$ cat src/hdl/lfu_pkg.sv
// Shared types and constants for the LFU cache table.
`default_nettype none
package lfu_pkg;
  localparam int ENTRIES_DEF    = 16;
  localparam int COUNT_BITS_DEF = 16;
  localparam int CAP_BITS       = 5;

  typedef struct packed {
    logic        op;
    logic [31:0] key;
    logic [31:0] value;
  } lfu_in_t;

  typedef struct packed {
    logic        hit;
    logic [31:0] read_value;
    logic        evicted;
    logic [31:0] evicted_key;
  } lfu_out_t;

  // controller -> datapath
  typedef struct packed {
    logic load;    // capture item, restart scan
    logic scan;    // examine one slot
    logic commit;  // apply the update
  } lfu_cmd_t;

  // datapath -> controller
  typedef struct packed {
    logic scan_last;
  } lfu_sts_t;
endpackage
`default_nettype wire

$ cat src/hdl/lfu_cache_table.sv
// Steps: capture the item, scan the slots in order one slot per cycle, commit the update, present the result.
// Only one item is in flight: the scan must finish before the next item can be taken.
// Reset (rst, synchronous): all slots invalid, occupancy 0, capacity 16.
// The next item is accepted once the result has been taken.
`default_nettype none
module lfu_cache_table
  import lfu_pkg::*;
#(
  parameter int ENTRIES    = ENTRIES_DEF,
  parameter int COUNT_BITS = COUNT_BITS_DEF
) (
  input  wire logic                clk,
  input  wire logic                rst,
  input  wire logic                cfg_we,
  input  wire logic [CAP_BITS-1:0] cfg_data,
  input  wire logic                in_valid,
  output logic                     in_stall,
  input  wire lfu_in_t             in_data,
  output logic                     out_valid,
  input  wire logic                out_stall,
  output lfu_out_t                 out_data
);
  lfu_cmd_t cmd;
  lfu_sts_t sts;

  lfu_ctrl u_ctrl (
    .clk, .rst, .in_valid, .in_stall, .out_valid, .out_stall, .sts, .cmd
  );

  lfu_dp #(.ENTRIES(ENTRIES), .COUNT_BITS(COUNT_BITS)) u_dp (
    .clk, .rst, .cfg_we, .cfg_data, .in_item(in_data), .cmd, .sts,
    .out_item(out_data)
  );
endmodule
`default_nettype wire

$ cat src/hdl/lfu_ctrl.sv
// Controller state machine for the LFU cache table.
`default_nettype none
module lfu_ctrl
  import lfu_pkg::*;
(
  input  wire logic     clk,
  input  wire logic     rst,
  input  wire logic     in_valid,
  output logic          in_stall,
  output logic          out_valid,
  input  wire logic     out_stall,
  input  wire lfu_sts_t sts,
  output lfu_cmd_t      cmd
);
  typedef enum logic [3:0] {
    S_IDLE   = 4'b0001,
    S_SCAN   = 4'b0010,
    S_COMMIT = 4'b0100,
    S_OUT    = 4'b1000
  } state_t;

  state_t state, state_next;

  always_ff @(posedge clk) begin
    if (rst) state <= S_IDLE;
    else state <= state_next;
  end

  assign in_stall  = (state != S_IDLE);
  assign out_valid = (state == S_OUT);

  always_comb begin
    state_next = state;
    cmd = '0;
    case (state)
      S_IDLE: begin
        cmd.load = in_valid;
        if (in_valid) state_next = S_SCAN;
      end
      S_SCAN: begin
        cmd.scan = 1'b1;
        if (sts.scan_last) state_next = S_COMMIT;
      end
      S_COMMIT: begin
        cmd.commit = 1'b1;
        state_next = S_OUT;
      end
      S_OUT: begin
        if (!out_stall) state_next = S_IDLE;
      end
      default: state_next = S_IDLE;
    endcase
  end
endmodule
`default_nettype wire

$ cat src/hdl/lfu_dp.sv
// Datapath: slot store, sequential scan and update for the LFU cache table.
`default_nettype none
module lfu_dp
  import lfu_pkg::*;
#(
  parameter int ENTRIES    = ENTRIES_DEF,
  parameter int COUNT_BITS = COUNT_BITS_DEF
) (
  input  wire logic                clk,
  input  wire logic                rst,
  input  wire logic                cfg_we,
  input  wire logic [CAP_BITS-1:0] cfg_data,
  input  wire lfu_in_t             in_item,
  input  wire lfu_cmd_t            cmd,
  output lfu_sts_t                 sts,
  output lfu_out_t                 out_item
);
  localparam int IW = (ENTRIES > 1) ? $clog2(ENTRIES) : 1;
  localparam int OW = $clog2(ENTRIES + 1);
  localparam logic [COUNT_BITS-1:0] CMAX = '1;

  logic [ENTRIES-1:0]    valid;
  logic [31:0]           keys   [ENTRIES];
  logic [31:0]           vals   [ENTRIES];
  logic [COUNT_BITS-1:0] counts [ENTRIES];
  logic [IW-1:0]         ranks  [ENTRIES];
  logic [OW-1:0]         occupancy;
  logic [CAP_BITS-1:0]   capacity;

  lfu_in_t        item;
  logic [IW-1:0]  idx;
  logic           found;
  logic [IW-1:0]  found_idx;
  logic           vic_ok;
  logic [IW-1:0]  vic_idx;
  logic           free_ok;
  logic [IW-1:0]  free_idx;

  // effective capacity, clamped to 1..ENTRIES
  logic [OW:0] cap_eff;
  always_comb begin
    if (capacity == '0) cap_eff = (OW+1)'(1);
    else if (32'(capacity) > ENTRIES) cap_eff = (OW+1)'(ENTRIES);
    else cap_eff = (OW+1)'(capacity);
  end

  assign sts.scan_last = (32'(idx) == ENTRIES - 1);

  // current slot beats victim when no victim yet, count lower, or equal count and older
  logic better;
  assign better = !vic_ok || counts[idx] < counts[vic_idx] ||
                  (counts[idx] == counts[vic_idx] && ranks[idx] > ranks[vic_idx]);

  // update decision
  logic          do_evict, do_insert;
  logic [IW-1:0] tgt;
  logic [IW-1:0] ev_rank;
  always_comb begin
    do_evict  = 1'b0;
    do_insert = 1'b0;
    tgt       = found_idx;
    if (item.op && !found) begin
      if ((OW+1)'(occupancy) >= cap_eff && vic_ok) begin
        do_evict = 1'b1;
        tgt = vic_idx;
      end else if (free_ok) begin
        tgt = free_idx;
      end else begin
        do_evict = vic_ok;
        tgt = vic_idx;
      end
      do_insert = do_evict || free_ok;
    end
    ev_rank = ranks[tgt];
  end

  always_ff @(posedge clk) begin
    if (rst) capacity <= CAP_BITS'(16);
    else if (cfg_we) capacity <= cfg_data;
  end

  always_ff @(posedge clk) begin
    if (rst) begin
      valid     <= '0;
      occupancy <= '0;
    end else if (cmd.commit && do_insert) begin
      if (!do_evict) occupancy <= occupancy + OW'(1);
      valid[tgt] <= 1'b1;
    end
  end

  always_ff @(posedge clk) begin
    if (cmd.load) begin
      item    <= in_item;
      idx     <= '0;
      found   <= 1'b0;
      vic_ok  <= 1'b0;
      free_ok <= 1'b0;
    end else if (cmd.scan) begin
      if (!sts.scan_last) idx <= idx + IW'(1);
      if (valid[idx]) begin
        if (!found && keys[idx] == item.key) begin
          found <= 1'b1;
          found_idx <= idx;
        end
        if (better) begin
          vic_ok <= 1'b1;
          vic_idx <= idx;
        end
      end else if (!free_ok) begin
        free_ok <= 1'b1;
        free_idx <= idx;
      end
    end
    if (cmd.commit) begin
      out_item.hit         <= found;
      out_item.read_value  <= item.op ? 32'd0 : (found ? vals[found_idx] : '1);
      out_item.evicted     <= do_evict;
      out_item.evicted_key <= do_evict ? keys[vic_idx] : 32'd0;
      if (found) begin
        if (counts[found_idx] != CMAX) counts[found_idx] <= counts[found_idx] + 1'b1;
        if (item.op) vals[found_idx] <= item.value;
        for (int i = 0; i < ENTRIES; i++)
          if (valid[i] && IW'(i) != found_idx && ranks[i] < ranks[found_idx])
            ranks[i] <= ranks[i] + 1'b1;
        ranks[found_idx] <= '0;
      end else if (do_insert) begin
        // evict closes the gap, insert ages all: net age only slots newer than victim
        for (int i = 0; i < ENTRIES; i++)
          if (valid[i] && IW'(i) != tgt && (!do_evict || ranks[i] < ev_rank))
            ranks[i] <= ranks[i] + 1'b1;
        keys[tgt]   <= item.key;
        vals[tgt]   <= item.value;
        counts[tgt] <= COUNT_BITS'(1);
        ranks[tgt]  <= '0;
      end
    end
  end
endmodule
`default_nettype wire

$ cat config.mk
export PLATFORM = sky130hd
export DESIGN_NAME = lfu_cache_table
export DESIGN_NICKNAME = d
export VERILOG_FILES = /design/src/hdl/lfu_pkg.sv /design/src/hdl/lfu_cache_table.sv /design/src/hdl/lfu_ctrl.sv /design/src/hdl/lfu_dp.sv
export SDC_FILE = /design/constraint.sdc
export NUM_CORES = 2
export LEC_CHECK = 0
export ABC_AREA = 0
export BUFFER_PORTS_ARGS = -buffer_cell sky130_fd_sc_hd__buf_2
export CAP_MARGIN = 20
export CORE_ASPECT_RATIO = 2
export CORE_MARGIN = 3
export CORE_UTILIZATION = 45
export CTS_CLUSTER_SIZE = 8
export DETAILED_ROUTE_END_ITERATION = 16
export GPL_ROUTABILITY_DRIVEN = 0
export MAX_ROUTING_LAYER = met4
export PLACE_DENSITY = 0.71
export SLEW_MARGIN = 20
export SYNTH_ARGS = -nofsm -noshare
export SYNTH_HDL_FRONTEND = slang
export SYNTH_HIERARCHICAL = 1
export SYNTH_SLANG_ARGS = --single-unit
$ cat constraint.sdc
create_clock -name clk -period 5.5 [get_ports clk]
set_input_delay 1.65 -clock clk [delete_from_list [all_inputs] [get_ports clk]]
set_output_delay 1.65 -clock clk [all_outputs]
set_load 0.03 [all_outputs]
==> After elaboration in Yosys (flattened, before gate mapping) <==
Memories as Yosys holds them, arrays and structs flattened. A register that Yosys moved wholly into a read port is not among the register bits.
Index checks and enable logic that the tools add are counted.
W data, S select, Z words.
{ "op_classes": {"n_shift": 0, "n_mux": 217, "n_lt_le_gt_ge": 39, "multipliers": 0, "n_addsub": 19, "div_mod_pow": 0, "reduce_logical": 108, "bitwise": 22, "n_eq_ne": 42} }
{ "op_table": {"columns": ["operator", "count"], "rows": [
  ["$mux W1", 172],
  ["$mux W4", 37],
  ["$lt A4 B4 Y1", 32],
  ["$logic_and A1 B1 Y1", 70],
  ["$add A4 B1 Y4 const B", 17],
  ["$mux W32", 2],
  ["$ne A4 B4 Y1 const A", 16],
  ["$eq A32 B32 Y1", 1],
  ["$ne A3 B4 Y1 const A", 8],
  ["$reduce_or A32 Y1", 1],
  ["$logic_or A1 B1 Y1", 19],
  ["$add A16 B1 Y16 const B", 1],
  ["$eq A16 B16 Y1", 1],
  ["$lt A16 B16 Y1", 1],
  ["$mux W16", 1],
  ["$ne A16 B16 Y1 const B", 1],
  ["$ne A2 B4 Y1 const A", 4],
  ["$or A1 B1 Y1", 16],
  ["$or A16 B16 Y16", 1],
  ["$pmux W4 S4", 1],
  ["$reduce_or A16 Y1", 1],
  ["$reduce_and A4 Y1", 3],
  ["$lt A4 B5 Y1 const B", 2],
  ["$reduce_and A3 Y1", 3],
  ["22 further kinds", 36]
]} }
{ "word_totals": {"inputBits": 75, "romBits": 0, "n_memories": 4, "ram_bits": 1344, "elab_cells": 468, "reg_bits": 148, "latch_bits": 0, "output_inout_bits": 68} }
{ "memory_table": {"columns": ["memory", "depth", "width", "rd", "rd_ports_with_merged_regs", "write_ports", "line_no", "text"], "rows": [
  ["u_dp.keys", 16, 32, 2, 2, 1, "lfu_dp.sv:23", "logic [31:0] keys [ENTRIES];"],
  ["u_dp.vals", 16, 32, 1, 1, 1, "lfu_dp.sv:24", "logic [31:0] vals [ENTRIES];"],
  ["u_dp.counts", 16, 16, 3, 3, 1, "lfu_dp.sv:25", "logic [COUNT_BITS-1:0] counts [ENTRIES];"],
  ["u_dp.ranks", 16, 4, 20, 3, 17, "lfu_dp.sv:26", "logic [IW-1:0] ranks [ENTRIES];"]
]} }

==> Logic depth before layout (Yosys ltp) <==
{ "depth": {"word_depth": 17, "depth_mapped": 22, "mapped_depth_nobuf": 21} }

==> Hierarchy <==
The synthesis kept the hierarchy.
{ "by_module_without_submodules": {"columns": ["mod", "cells_per_inst", "area_per_inst_um2", "instances", "seq_area_each_um2"], "rows": [
  ["lfu_dp", 3772, 71870.2, 1, 44913.1],
  ["lfu_ctrl", 24, 220.2, 1, 80.1]
]} }

==> Worst setup path before layout <==
OpenSTA, ideal clock, no wires.
{ "synth_path": {"path_kind": "flip-flop to flip-flop", "startpoint": "register u_ctrl.state[3]", "endpoint": "memory u_dp.vals[5][0] (enable)", "arrival_ps": 5236, "path_buffers": 1, "path_stages_with_launch": 10, "setup_ps": 421, "slack_ps": -157, "t_required_ps": 5079, "period_less_slack_ps": 5657, "path_cell_list": "dfxtp_1 or4b_1 inv_1 o21ai_0 nor2_2 clkbuf_1 nand3_1 o21ai_0 nand2_1 nor2_1"} }
{ "synth_lines": {"columns": ["item", "line_no", "text"], "rows": [
  ["start: declaration", "lfu_ctrl.sv:22", "state_t state, state_next;"],
  ["start signal: assignment", "lfu_ctrl.sv:26", "else state <= state_next;"],
  ["end: declaration", "lfu_dp.sv:24", null]
]} }

==> results.md <==
* Status: finished clean
* Design area at 0.0824 mm2
* Syn nets at 4011
* Global-route wire length before repair at 306 mm
* Final Net Count at 4326
* Met1 Use GR at 29.8%
* H-tree Lvls at 4
* 1st-iter DRT viols at 4525
* Share of post-route cells with drive strength above 1 at 35.0%
* Crit path time final at 5.27 ns
* Residual DRC at 0
* Mapped cell area at 0.0721 mm2
* Antenna-violating nets left at 0
* Pwr dens at 315 mW/mm2
* Initial antenna violation count at 6
* Largest area contributor in the netlist: edfxtp_1
* Setup Fix Bufs, Post-CTS at 0
* Clock tree sinks at 1536
* Pin count of the biggest net entering global routing at 131
* DR WL/cell at 33.7 um
* Clk Latency, worst-skew pair at 0.84 ns
* # hold bufs at CTS at 0
* Core Box Area at 0.159 mm2
* CTS resizes at 0
* CTS Buffer Depth at 4
* Slew headroom at 21.6%
* Fmax at 0.190 GHz
* I/O Buffers at 142
* Crit path arrival time at 5.99 ns
* Initial Util at 45.3%
* Critical path class: reg2reg
* Final max-slew violation count at 0
* Vias in the first global route at 44200
* CP Capture Type: flop
* Mean Syn Cell Area at 19.0 um2
* Gate Count Post-Synth at 3796
* Setup TNS at 0 ns
* Clock slew at reported path FFs at 0.06 ns
* Count leader, synth: edfxtp_1
* Top FF cell, synth: edfxtp_1
* Slew @ Worst Pin at 1.17 ns
* Area Growth Syn to Fin at 14.4%
* GR Layer Usage met3 at 4.40%
* Min Hold Slack at 0.521 ns
* Async SR Flop Fraction at 0%
* GRT met2 Usage at 44.5%
* Number of distinct library cells after synthesis at 92
* Final core occ at 51.8%
* TritonRoute pass-1 iters at 8
* CP Max Fanout at 15
* Die area at 0.165 mm2
* CP Launch Type: flop
* Placed Instances at 5981
* Final clock skew at 0.0781 ns
* Fin. Hold Viols at 0
* Yosys reg bits at 1536
* Seq/Total Area, Yosys at 62.4%
* Final period util at 95.9%
* Worst hold path type: reg2reg
* EDFF count, synth at 1423
* Synth top cells by count: 1423 x edfxtp_1, 775 x mux4_2, 174 x nor2_1, 168 x nand2_1, 140 x ha_1
* Die width at 289 um
* LEAKAGE at 26.2 nW
* VDD IR max at 0.317 mV
* Placed cell area at 0.0767 mm2
* GRT Residual Overflow at 0
* Vias at 41600
* Final wirelength at 211 mm
* Die H at 572 um
* CP required at 6.22 ns
* CTS tree: yes
* Root Buffer: clkbuf_16
* Main area contributors after synthesis: edfxtp_1 59%, mux4_2 24%, dfxtp_1 3.1%
* DP HPWL at 127 mm
* Via-per-instance ratio at 6.64
* Number of max-cap violations at 0
* Inserted Clock Buffers at 218
* Finished Layout Cells at 6257
* GRT Max-Usage Layer: met2
* RSZ-0062 raised after global routing: no
* Io pins at 143
* YS warnings at 6
* Gr usage total at 26.7%
* Final Setup Violations at 0
* Yosys top cell area share at 59.3%
* Cell Rows at 207
-- per-layer routing --
metal | vias up | part of all wire, %
met2 | 2387 | 52
met5 | - | 0
met3 | 837 | 7.4
met1 | 21700 | 33
li1 | 16600 | -
met4 | 0 | 7.7
-- metrics by stage --
stage          total power [mW]  worst slack, ns
2_1_floorplan              14.0            0.114
3_3_place_gp               14.4            0.410
3_5_place_dp               14.4            0.355
4_1_cts                    26.1            0.304
5_1_grt                    26.6         0.000760
6_report                   25.9            0.226
-- placed cells by master (no fill, tap or decap), types with 12 or more instances in the layout --
cell       instances
edfxtp_1        1423
mux4_2           775
clkbuf_16        220
nand2_1          167
buf_2            142
buf_4            141
ha_1             140
nor2_1           126
dfxtp_1          102
o21ai_0           63
a21oi_1           61
nand3_1           60
inv_1             59
clkbuf_1          46
and2_1            43
buf_12            42
xnor2_1           41
nor2_4            35
nand4_1           33
mux2i_1           33
o211ai_1          30
o21a_1            22
o21ai_1           21
or3_1             18
nor2b_1           17
a21boi_1          17
a21o_1            16
nor2_2            16
a31oi_1           14
and3_1            12
nand2b_1          12
-- registers in the layout (all words and copies together) (netlist names), named ones only --
register,flops
u_dp/valid,16
u_dp/vals,512
u_dp/idx,4
u_dp/ranks,64
u_ctrl/state,4
u_dp/free_idx,4
u_dp/out_item,66
u_dp/capacity,5
u_dp/found,1
u_dp/item,65
u_dp/free_ok,1
u_dp/counts,256
u_dp/occupancy,5
u_dp/keys,512
u_dp/found_idx,4
u_dp/vic_ok,1
u_dp/vic_idx,4
-- area by class of cell --
class                      count  area (um2)
antenna                        4        10.0
tap                         2090        2620
clock buffer                 266        5680
timing repair buffer         326        2620
inverter                      64         243
multi-input combinational   1965       26200
sequential                  1536       45000
clock inverter                 6        86.3
fill                       12500       76600
-- cells by family after synthesis --
| kind of cell | count (synthesis) | share of synthesized area [%] |
|---|---|---|
| xor gates and xnor gates | 51 | 0.620 |
| muxes | 826 | 25.2 |
| buffers and inverters | 295 | 1.74 |
| adders and majority gates | 140 | 2.43 |
| AOI/OAI and AO/OA | 344 | 3.53 |
| DFF | 1536 | 62.4 |
| and+or+nand+nor | 604 | 4.12 |
-- worst max-delay path, stage by stage (launching register included) --
cell and delay [ns]:
dfxtp_1 0.32, nor3_1 0.19, nor2_1 0.07, nor2_1 0.12
ha_1 0.24, nand2b_1 0.16, a21o_1 0.27, a31o_2 0.30
a221oi_4 0.41, buf_6 0.23, nand2_1 0.06, and3_1 0.19
a311oi_1 0.31, a31oi_1 0.09, mux2_2 0.44, buf_4 0.25
ha_1 0.30, a21oi_1 0.16, o211ai_1 0.10, a21oi_1 0.30
nor2_1 0.11, or3_1 0.39, a21boi_0 0.16
-- power breakdown --
group          total [mW]  switching (mW)  internal (mW)
logic                1.11           0.602          0.505
registers            13.1           0.201           12.9
clock network        11.7            4.67           7.08
total                25.9            5.47           20.5
-- path summary, 6_finish.rpt --
kind | startpoint | to | slack (ns) | cells after the start
setup / recovery | u_dp/capacity[1] | u_dp/ranks[11][3] | 0.23 | 22
hold reg to reg | u_dp/capacity[0] | u_dp/capacity[0] | 0.52 | 2
setup reg to reg | u_dp/capacity[1] | u_dp/ranks[11][3] | 0.23 | 22
hold / removal | u_dp/capacity[0] | u_dp/capacity[0] | 0.52 | 2
No activity file was read; power rests on OpenSTA's default activity.
